--- src/hw/rtl/lofs_pkg.sv ---
`timescale 1ns / 1ps
// ----------------------------------------------------------------------------
// lofs_pkg: shared types and constants for the frame sync block
// Register indexes, field widths and the header fill count type.
// ----------------------------------------------------------------------------
package lofs_pkg;

   localparam int unsigned NumOpcodes     = 5;
   localparam int unsigned CsrIndexWidth  = 3;
   localparam int unsigned CsrDataWidth   = 8;
   localparam logic [15:0] MinFrameLength = 16'd3;

   typedef logic [CsrIndexWidth-1:0] csr_index_type;
   typedef logic [CsrDataWidth-1:0]  csr_data_type;

   typedef enum logic [CsrIndexWidth-1:0] {
      CSR_OPCODE_A    = 3'd0,
      CSR_OPCODE_B    = 3'd1,
      CSR_OPCODE_C    = 3'd2,
      CSR_OPCODE_D    = 3'd3,
      CSR_OPCODE_E    = 3'd4,
      CSR_ENABLE_MASK = 3'd5
   } csr_reg_type;

   // header bytes held between steps: 0..2
   typedef logic [1:0] fill_type;

   localparam fill_type FillEmpty = 2'd0;
   localparam fill_type FillOne   = 2'd1;
   localparam fill_type FillTwo   = 2'd2;

endpackage

--- src/hw/rtl/lofs_req_if.sv ---
`timescale 1ns / 1ps
// ----------------------------------------------------------------------------
// lofs_req_if: received byte channel
// Valid/ready channel carrying one serial byte per request.
// ----------------------------------------------------------------------------
interface lofs_req_if;
   logic       valid;
   logic       ready;
   logic [7:0] rx_byte;

   modport source (output valid, output rx_byte, input ready);
   modport sink   (input valid, input rx_byte, output ready);
endinterface

--- src/hw/rtl/lofs_rsp_if.sv ---
`timescale 1ns / 1ps
// ----------------------------------------------------------------------------
// lofs_rsp_if: payload byte channel
// Valid/ready channel carrying one tagged payload byte per request.
// ----------------------------------------------------------------------------
interface lofs_rsp_if;
   logic        valid;
   logic        ready;
   logic [7:0]  payload_byte;
   logic [7:0]  frame_opcode;
   logic [15:0] frame_length;
   logic        last_in_frame;

   modport source (output valid, output payload_byte, output frame_opcode,
                   output frame_length, output last_in_frame, input ready);
   modport sink   (input valid, input payload_byte, input frame_opcode,
                   input frame_length, input last_in_frame, output ready);
endinterface

--- src/hw/rtl/length_opcode_frame_sync_top.sv ---
`timescale 1ns / 1ps
// ----------------------------------------------------------------------------
// length_opcode_frame_sync_top: length-prefixed frame synchronizer
// Hunts for a 3-byte header (LE length, opcode) and streams the payload.
// ----------------------------------------------------------------------------
//
//  channel   dir  handshake       contents
//  req_if    in   valid/ready     rx_byte
//  rsp_if    out  valid/ready     payload_byte, frame_opcode, frame_length,
//                                 last_in_frame
//  csr_*     in   csr_we only     csr_index (0..5), csr_wdata
//
//  Cycles: one request per clock unless stalled. The header check and payload
//  counter are a single level of logic between the state registers and the
//  output register, so a byte is taken every cycle unless stalled and its result
//  (if any) is registered in the next cycle.
//  Reset: synchronous, clears the window, fill, frame state, registers and
//  the output valid.
//  Stalls: req_if.ready drops only while a result sits in the output
//  register and rsp_if.ready is low.
//
module length_opcode_frame_sync_top (
   input  logic                   clock,
   input  logic                   reset,
   lofs_req_if.sink               req_if,
   lofs_rsp_if.source             rsp_if,
   input  logic                   csr_we,
   input  lofs_pkg::csr_index_type csr_index,
   input  lofs_pkg::csr_data_type  csr_wdata
);
   import lofs_pkg::*;

   // configuration
   logic [7:0]            opcode_ff [NumOpcodes];
   logic [NumOpcodes-1:0] enable_ff;

   // hunting / frame state
   logic [7:0]  win0_ff, win0_in;
   logic [7:0]  win1_ff, win1_in;
   fill_type    fill_ff, fill_in;
   logic        in_payload_ff, in_payload_in;
   logic [15:0] remaining_ff, remaining_in;
   logic [7:0]  held_op_ff, held_op_in;
   logic [15:0] held_len_ff, held_len_in;

   // output register
   logic        rsp_valid_ff, rsp_valid_in;
   logic [7:0]  rsp_byte_ff, rsp_byte_in;
   logic [7:0]  rsp_op_ff, rsp_op_in;
   logic [15:0] rsp_len_ff, rsp_len_in;
   logic        rsp_last_ff, rsp_last_in;

   logic        req_fire;
   logic        op_match;
   logic        is_last;
   logic [15:0] hdr_len;

   // output register frees up in the same cycle it is taken
   assign req_if.ready = !rsp_valid_ff || rsp_if.ready;
   assign req_fire     = req_if.valid && req_if.ready;

   assign hdr_len = {win1_ff, win0_ff};
   assign is_last = (remaining_ff <= 16'd1);

   always_comb begin
      op_match = 1'b0;
      for (int i = 0; i < NumOpcodes; i++) begin
         if (enable_ff[i] && (opcode_ff[i] == req_if.rx_byte)) begin
            op_match = 1'b1;
         end
      end
   end

   always_comb begin
      win0_in       = win0_ff;
      win1_in       = win1_ff;
      fill_in       = fill_ff;
      in_payload_in = in_payload_ff;
      remaining_in  = remaining_ff;
      held_op_in    = held_op_ff;
      held_len_in   = held_len_ff;
      if (req_fire) begin
         if (in_payload_ff) begin
            if (is_last) begin
               remaining_in  = 16'd0;
               in_payload_in = 1'b0;
               fill_in       = FillEmpty;
            end else begin
               remaining_in = remaining_ff - 16'd1;
            end
         end else begin
            case (fill_ff)
               FillEmpty: begin
                  win0_in = req_if.rx_byte;
                  fill_in = FillOne;
               end
               FillOne: begin
                  win1_in = req_if.rx_byte;
                  fill_in = FillTwo;
               end
               default: begin
                  // third byte completes the header; opcode is the new byte
                  if ((hdr_len >= MinFrameLength) && op_match) begin
                     in_payload_in = 1'b1;
                     held_op_in    = req_if.rx_byte;
                     held_len_in   = hdr_len;
                     remaining_in  = hdr_len - 16'd1;
                     fill_in       = FillEmpty;
                  end else begin
                     // reject (bad opcode or short length): slide by one
                     win0_in = win1_ff;
                     win1_in = req_if.rx_byte;
                     fill_in = FillTwo;
                  end
               end
            endcase
         end
      end
   end

   always_comb begin
      rsp_valid_in = rsp_valid_ff;
      rsp_byte_in  = rsp_byte_ff;
      rsp_op_in    = rsp_op_ff;
      rsp_len_in   = rsp_len_ff;
      rsp_last_in  = rsp_last_ff;
      if (req_fire && in_payload_ff) begin
         rsp_valid_in = 1'b1;
         rsp_byte_in  = req_if.rx_byte;
         rsp_op_in    = held_op_ff;
         rsp_len_in   = held_len_ff;
         rsp_last_in  = is_last;
      end else if (rsp_if.ready) begin
         rsp_valid_in = 1'b0;
      end
   end

   always_ff @(posedge clock) begin
      if (reset) begin
         for (int i = 0; i < NumOpcodes; i++) begin
            opcode_ff[i] <= 8'd0;
         end
         enable_ff <= '0;
      end else if (csr_we) begin
         case (csr_index)
            CSR_OPCODE_A:    opcode_ff[0] <= csr_wdata;
            CSR_OPCODE_B:    opcode_ff[1] <= csr_wdata;
            CSR_OPCODE_C:    opcode_ff[2] <= csr_wdata;
            CSR_OPCODE_D:    opcode_ff[3] <= csr_wdata;
            CSR_OPCODE_E:    opcode_ff[4] <= csr_wdata;
            CSR_ENABLE_MASK: enable_ff    <= csr_wdata[NumOpcodes-1:0];
            default: begin
               // unknown index: ignored
            end
         endcase
      end
   end

   always_ff @(posedge clock) begin
      if (reset) begin
         win0_ff       <= 8'd0;
         win1_ff       <= 8'd0;
         fill_ff       <= FillEmpty;
         in_payload_ff <= 1'b0;
         remaining_ff  <= 16'd0;
         held_op_ff    <= 8'd0;
         held_len_ff   <= 16'd0;
         rsp_valid_ff  <= 1'b0;
      end else begin
         win0_ff       <= win0_in;
         win1_ff       <= win1_in;
         fill_ff       <= fill_in;
         in_payload_ff <= in_payload_in;
         remaining_ff  <= remaining_in;
         held_op_ff    <= held_op_in;
         held_len_ff   <= held_len_in;
         rsp_valid_ff  <= rsp_valid_in;
      end
   end

   // payload only, no reset needed
   always_ff @(posedge clock) begin
      rsp_byte_ff <= rsp_byte_in;
      rsp_op_ff   <= rsp_op_in;
      rsp_len_ff  <= rsp_len_in;
      rsp_last_ff <= rsp_last_in;
   end

   assign rsp_if.valid         = rsp_valid_ff;
   assign rsp_if.payload_byte  = rsp_byte_ff;
   assign rsp_if.frame_opcode  = rsp_op_ff;
   assign rsp_if.frame_length  = rsp_len_ff;
   assign rsp_if.last_in_frame = rsp_last_ff;

   // payload byte taken -> result registered next cycle
   a_payload_gives_result: assert property (@(posedge clock) disable iff (reset)
      (req_fire && in_payload_ff) |=> rsp_valid_ff)
      else $error("payload byte produced no result");

   // header bytes never produce a result
   a_header_silent: assert property (@(posedge clock) disable iff (reset)
      (req_fire && !in_payload_ff) |=> !rsp_valid_ff)
      else $error("header byte produced a result");

   // last payload byte returns to hunting with an empty window
   a_last_exits: assert property (@(posedge clock) disable iff (reset)
      (req_fire && in_payload_ff && is_last) |=>
         (!in_payload_ff && (fill_ff == FillEmpty) && rsp_last_ff))
      else $error("frame end not handled");

   // counter is live exactly while in a frame
   a_remaining_consistent: assert property (@(posedge clock) disable iff (reset)
      in_payload_ff == (remaining_ff != 16'd0))
      else $error("remaining count out of step with frame state");

endmodule
--- src/flat_wrapper.sv ---
// flat-port wrapper written by rule: the top's interface ports become plain ports
module length_opcode_frame_sync_top_flat import lofs_pkg::*;
  (clock, reset, csr_we, csr_index, csr_wdata, req_if_valid, req_if_rx_byte, req_if_ready, rsp_if_valid, rsp_if_payload_byte, rsp_if_frame_opcode, rsp_if_frame_length, rsp_if_last_in_frame, rsp_if_ready);
  lofs_req_if req_if_i ();
  lofs_rsp_if rsp_if_i ();
  input  logic clock;
  input  logic reset;
  input  logic csr_we;
  input  lofs_pkg::csr_index_type csr_index;
  input  lofs_pkg::csr_data_type csr_wdata;
  input wire logic [$bits(req_if_i.valid)-1:0] req_if_valid;
  input wire logic [$bits(req_if_i.rx_byte)-1:0] req_if_rx_byte;
  output wire logic [$bits(req_if_i.ready)-1:0] req_if_ready;
  output wire logic [$bits(rsp_if_i.valid)-1:0] rsp_if_valid;
  output wire logic [$bits(rsp_if_i.payload_byte)-1:0] rsp_if_payload_byte;
  output wire logic [$bits(rsp_if_i.frame_opcode)-1:0] rsp_if_frame_opcode;
  output wire logic [$bits(rsp_if_i.frame_length)-1:0] rsp_if_frame_length;
  output wire logic [$bits(rsp_if_i.last_in_frame)-1:0] rsp_if_last_in_frame;
  input wire logic [$bits(rsp_if_i.ready)-1:0] rsp_if_ready;
  assign req_if_i.valid = req_if_valid;
  assign req_if_i.rx_byte = req_if_rx_byte;
  assign req_if_ready = req_if_i.ready;
  assign rsp_if_valid = rsp_if_i.valid;
  assign rsp_if_payload_byte = rsp_if_i.payload_byte;
  assign rsp_if_frame_opcode = rsp_if_i.frame_opcode;
  assign rsp_if_frame_length = rsp_if_i.frame_length;
  assign rsp_if_last_in_frame = rsp_if_i.last_in_frame;
  assign rsp_if_i.ready = rsp_if_ready;
  length_opcode_frame_sync_top u_core (.clock(clock), .reset(reset), .req_if(req_if_i), .rsp_if(rsp_if_i), .csr_we(csr_we), .csr_index(csr_index), .csr_wdata(csr_wdata));
endmodule
--- config.mk ---
export PLATFORM = sky130hd
export DESIGN_NAME = length_opcode_frame_sync_top_flat
export DESIGN_NICKNAME = d
export VERILOG_FILES = /design/src/hw/rtl/lofs_pkg.sv /design/src/hw/rtl/lofs_req_if.sv /design/src/hw/rtl/lofs_rsp_if.sv /design/src/hw/rtl/length_opcode_frame_sync_top.sv /design/src/flat_wrapper.sv
export SDC_FILE = /design/constraint.sdc
export NUM_CORES = 1
export LEC_CHECK = 0
export ABC_AREA = 1
export ABC_CLOCK_PERIOD_IN_PS = 5600
export BUFFER_PORTS_ARGS = -buffer_cell sky130_fd_sc_hd__buf_4
export CAP_MARGIN = 30
export CORE_MARGIN = 1.5
export CORE_UTILIZATION = 50
export DETAILED_ROUTE_END_ITERATION = 10
export PLACE_DENSITY = 0.69
export SLEW_MARGIN = 10
export SYNTH_ARGS = -nofsm -noshare
export SYNTH_HDL_FRONTEND = slang
export SYNTH_SLANG_ARGS = --single-unit
export TNS_END_PERCENT = 30
--- constraint.sdc ---
create_clock -name clock -period 5.6 [get_ports clock]
set_clock_uncertainty 0.05 [all_clocks]
set_input_delay 0.84 -clock clock [delete_from_list [all_inputs] [get_ports clock]]
set_output_delay 0.84 -clock clock [all_outputs]
set_load 0.02 [all_outputs]
==> results_dict.tcl <==
set metrics [dict create \
    min_period_ns 2.40 \
    drt-total-wl_mm 14.3 \
    dp_hpwl_mm 9.93 \
    multiInputGateArea_um2 2480 \
    rows 41 \
    clock_path_buffers 2 \
    drive_above_1_share_pct 12.9 \
    synth_cells 796 \
    cpMaxStageDelayCell "nor3_1" \
    ios 59 \
    antenna_found_initial 0 \
    start_util_pct 51.5 \
    crit_path_end_kind "flip-flop" \
    clock.fmax_ghz 0.416 \
    worstPathMaxFanout 18 \
    wl_per_cell_um 13.8 \
    setup_viol 0 \
    root_buffer "clkbuf_16" \
    synth_seq_cells 138 \
    grt_max_degree 60 \
    drc_errors 0 \
    reg2reg_to "u_core.remaining_ff[14]" \
    rsz0062_at_grt "no" \
    synth_cell_types 42 \
    cp_top_family "simple AND/OR/NAND/NOR gates" \
    finalHoldViolCount 0 \
    dieWidth_um 117 \
    ys_seq_area_share_pct 53.6 \
    synthesis.area_um2 6520 \
    reg2reg_slack_ns 3.29 \
    rr_worst_depth 13 \
    synth_nets 824 \
    insertion_delay_ns 0.42 \
    ant_nets 0 \
    grt_pass1_wl_mm 23.3 \
    cp_slowest_stage_delay_ns 0.31 \
    placed_cell_area_um2 7050 \
    drtIter0Drc 525 \
    cts.clk_slew.worst_paths_ns 0.06 \
    fin_nets 882 \
    tightest_slew_ns 0.688 \
    fin_setup_tns_ns 0 \
    r2r-start "u_core.remaining_ff[0]" \
    numPortBuffers 58 \
    area_delta_synth_final_pct 18.4 \
    arrival_ns 2.66 \
    gr-total-overflow 0 \
    startpoint_type "input port" \
    crit_path_end "u_core.remaining_ff[15]" \
    yosys_warnings 0 \
    status "finished, final reports clean" \
    cts_buffers 17 \
    first_pass_iters 5 \
    grt_pass1_vias 4793 \
    avgSynthCellArea_um2 8.19 \
    diodes 0 \
    worstPathCellList "buf_4 > inv_1 > nand2_1 > nand2_1 > nor3_1 > nand3_1 > nand2_1 > inv_1 > nand2_4 > nand3_4 > nand2_4 > and2_1 > nor2_1" \
    fin_area_um2 7720 \
    hold_path_depth 0 \
    worstPathBufferInverterCount 3 \
    cts.repair.resized 0 \
    peakVddDrop_mv 0.168 \
    cts_post_setup_buffers_inserted 0 \
    postCtsHoldBufs 0 \
    ff_latch_area_um2 3490 \
    critPathMostFrequentCell "nand2_1" \
    place_congestion 0.876 \
    finalMaxSlewViolations 0 \
    crit_type "in -> reg" \
    worst-path-stages 13 \
    clock_sinks 138 \
    drv_cap 0 \
    die_area_um2 13700 \
    cp_data_required_time_ns 5.86 \
    max_slew_margin_pct 53.8 \
    min_path_type "reg -> reg" \
    cellPowerDensity_nw_per_um2 331 \
    vias 5203 \
    startpoint "req_if_rx_byte[5]" \
    die_y_um 117 \
    htree_levels 4 \
    leakagePower_uw 0.00367 \
    fin_crit_sh_pct 42.9 \
    grt.total_usage_pct 22.5 \
    cts_tree "yes" \
    fillCellCount 1083 \
    core_area_um2 12700 \
    via_per_inst 5.01 \
]
[metal layers]
metal  track usage, %  routed length (µm)
met2             36.0                6610
met4             8.92                 245
met5                0                   0
met3             5.15                 929
met1             29.7                6530
[cells by family after synthesis]
group	synth area share, %
buf+inv	8.54
flops	53.6
compound gates	6.77
fa+ha+maj	0.767
xor+xnor	4.03
simple gates	26.3
[power by group]
group	switching [µW]	internal (µW)	leakage (µW)	total [µW]
logic	144	74.1	0.00214	219
clock network	412	797	0.000312	1210
registers	24.8	1100	0.00122	1120
[synthesized netlist by cell type (all sizes together)]
master / instances / area (µm²)
nand2: 204 / 791
nor2: 161 / 609
inv: 104 / 390
edfxtp: 73 / 2190
dfxtp: 65 / 1300
o21ai: 35 / 175
nand3: 30 / 188
a21oi: 25 / 129
xor2: 23 / 201
buf: 17 / 129
clkbuf: 8 / 30.0
nor3: 8 / 45.0
xnor2: 7 / 61.3
nand4: 5 / 37.5
ha: 4 / 50.1
o22ai: 4 / 25.0
a21boi: 3 / 22.5
a22oi: 3 / 22.5
or2: 3 / 18.8
a31oi: 2 / 18.8
a32oi: 2 / 17.5
and2: 2 / 12.5
clkinv: 2 / 7.51
nand3b: 2 / 15.0
o31ai: 2 / 15.0
o211ai: 1 / 7.51
o221ai: 1 / 8.76
[area by class of cell]
cell class,count,share of cell area [%]
clock inverters,13,2.56
repair buffers,64,6.39
clock buffers,19,5.74
flip-flops and latches,138,45.3
multi-input cells,527,32.1
inverters,106,5.15
well taps,172,2.79
[how the worst min path moves through the flow]
stage,from,endpoint,slack [ns]
after floorplan,u_core.held_len_ff[0],u_core.rsp_if.frame_length[0],0.36
after global placement,u_core.held_len_ff[12],u_core.rsp_if.frame_length[12],0.36
after detailed placement,u_core.held_len_ff[9],u_core.rsp_if.frame_length[9],0.37
after CTS,u_core.held_len_ff[9],u_core.rsp_if.frame_length[9],0.38
after global routing,u_core.held_len_ff[1],u_core.rsp_if.frame_length[1],0.39
final,u_core.held_len_ff[9],u_core.rsp_if.frame_length[9],0.38
[per-stage QoR]
step / power, µW / hold slack, ns / util, % / setup slack, ns / instances
final: 2550 / 0.378 / 60.9 / 3.20 / 1039
after global routing: 2640 / 0.393 / 60.9 / 3.07 / 1039
after CTS: 2560 / 0.383 / 60.7 / 2.37 / 1037
after detailed placement: 1360 / 0.368 / 55.6 / 2.14 / 1005
after global placement: 1350 / 0.361 / 55.6 / 2.26 / 1005
after floorplan: 1290 / 0.358 / - / 1.58 / 796
[worst register-to-register path: cells and delay by family, from the launching register on]
family	cells	cell delay, ns
AND/OR/NAND/NOR	7	0.84
flip-flops	1	0.32
buffers and inverters	3	0.48
adder cells (fa/ha/maj)	1	0.21
AO/OA/AOI/OAI	2	0.30
[flip-flops by register name (all words and copies together), names as in the netlist]
signal	cells
u_core.enable_ff	5
u_core.fill_ff	2
u_core.held_len_ff	16
u_core.held_op_ff	8
u_core.in_payload_ff	1
u_core.opcode_ff	40
u_core.remaining_ff	16
u_core.rsp_if.frame_length	16
u_core.rsp_if.frame_opcode	8
u_core.rsp_if.last_in_frame	1
u_core.rsp_if.payload_byte	8
u_core.rsp_if.valid	1
u_core.win0_ff	8
u_core.win1_ff	8
[cells in the final DEF, fill, tap and decap left out, types with 5 or more instances in the layout]
| master | count |
|---|---|
| nor3_1 | 7 |
| buf_4 | 63 |
| a21oi_1 | 24 |
| xnor2_1 | 7 |
| inv_2 | 5 |
| nand2_1 | 200 |
| inv_1 | 99 |
| nand3_1 | 27 |
| bufinv_16 | 5 |
| xor2_1 | 23 |
| clkbuf_16 | 17 |
| dfxtp_1 | 65 |
| edfxtp_1 | 73 |
| nor2_1 | 158 |
| o21ai_0 | 31 |
(Power assumes the default switching activity.)
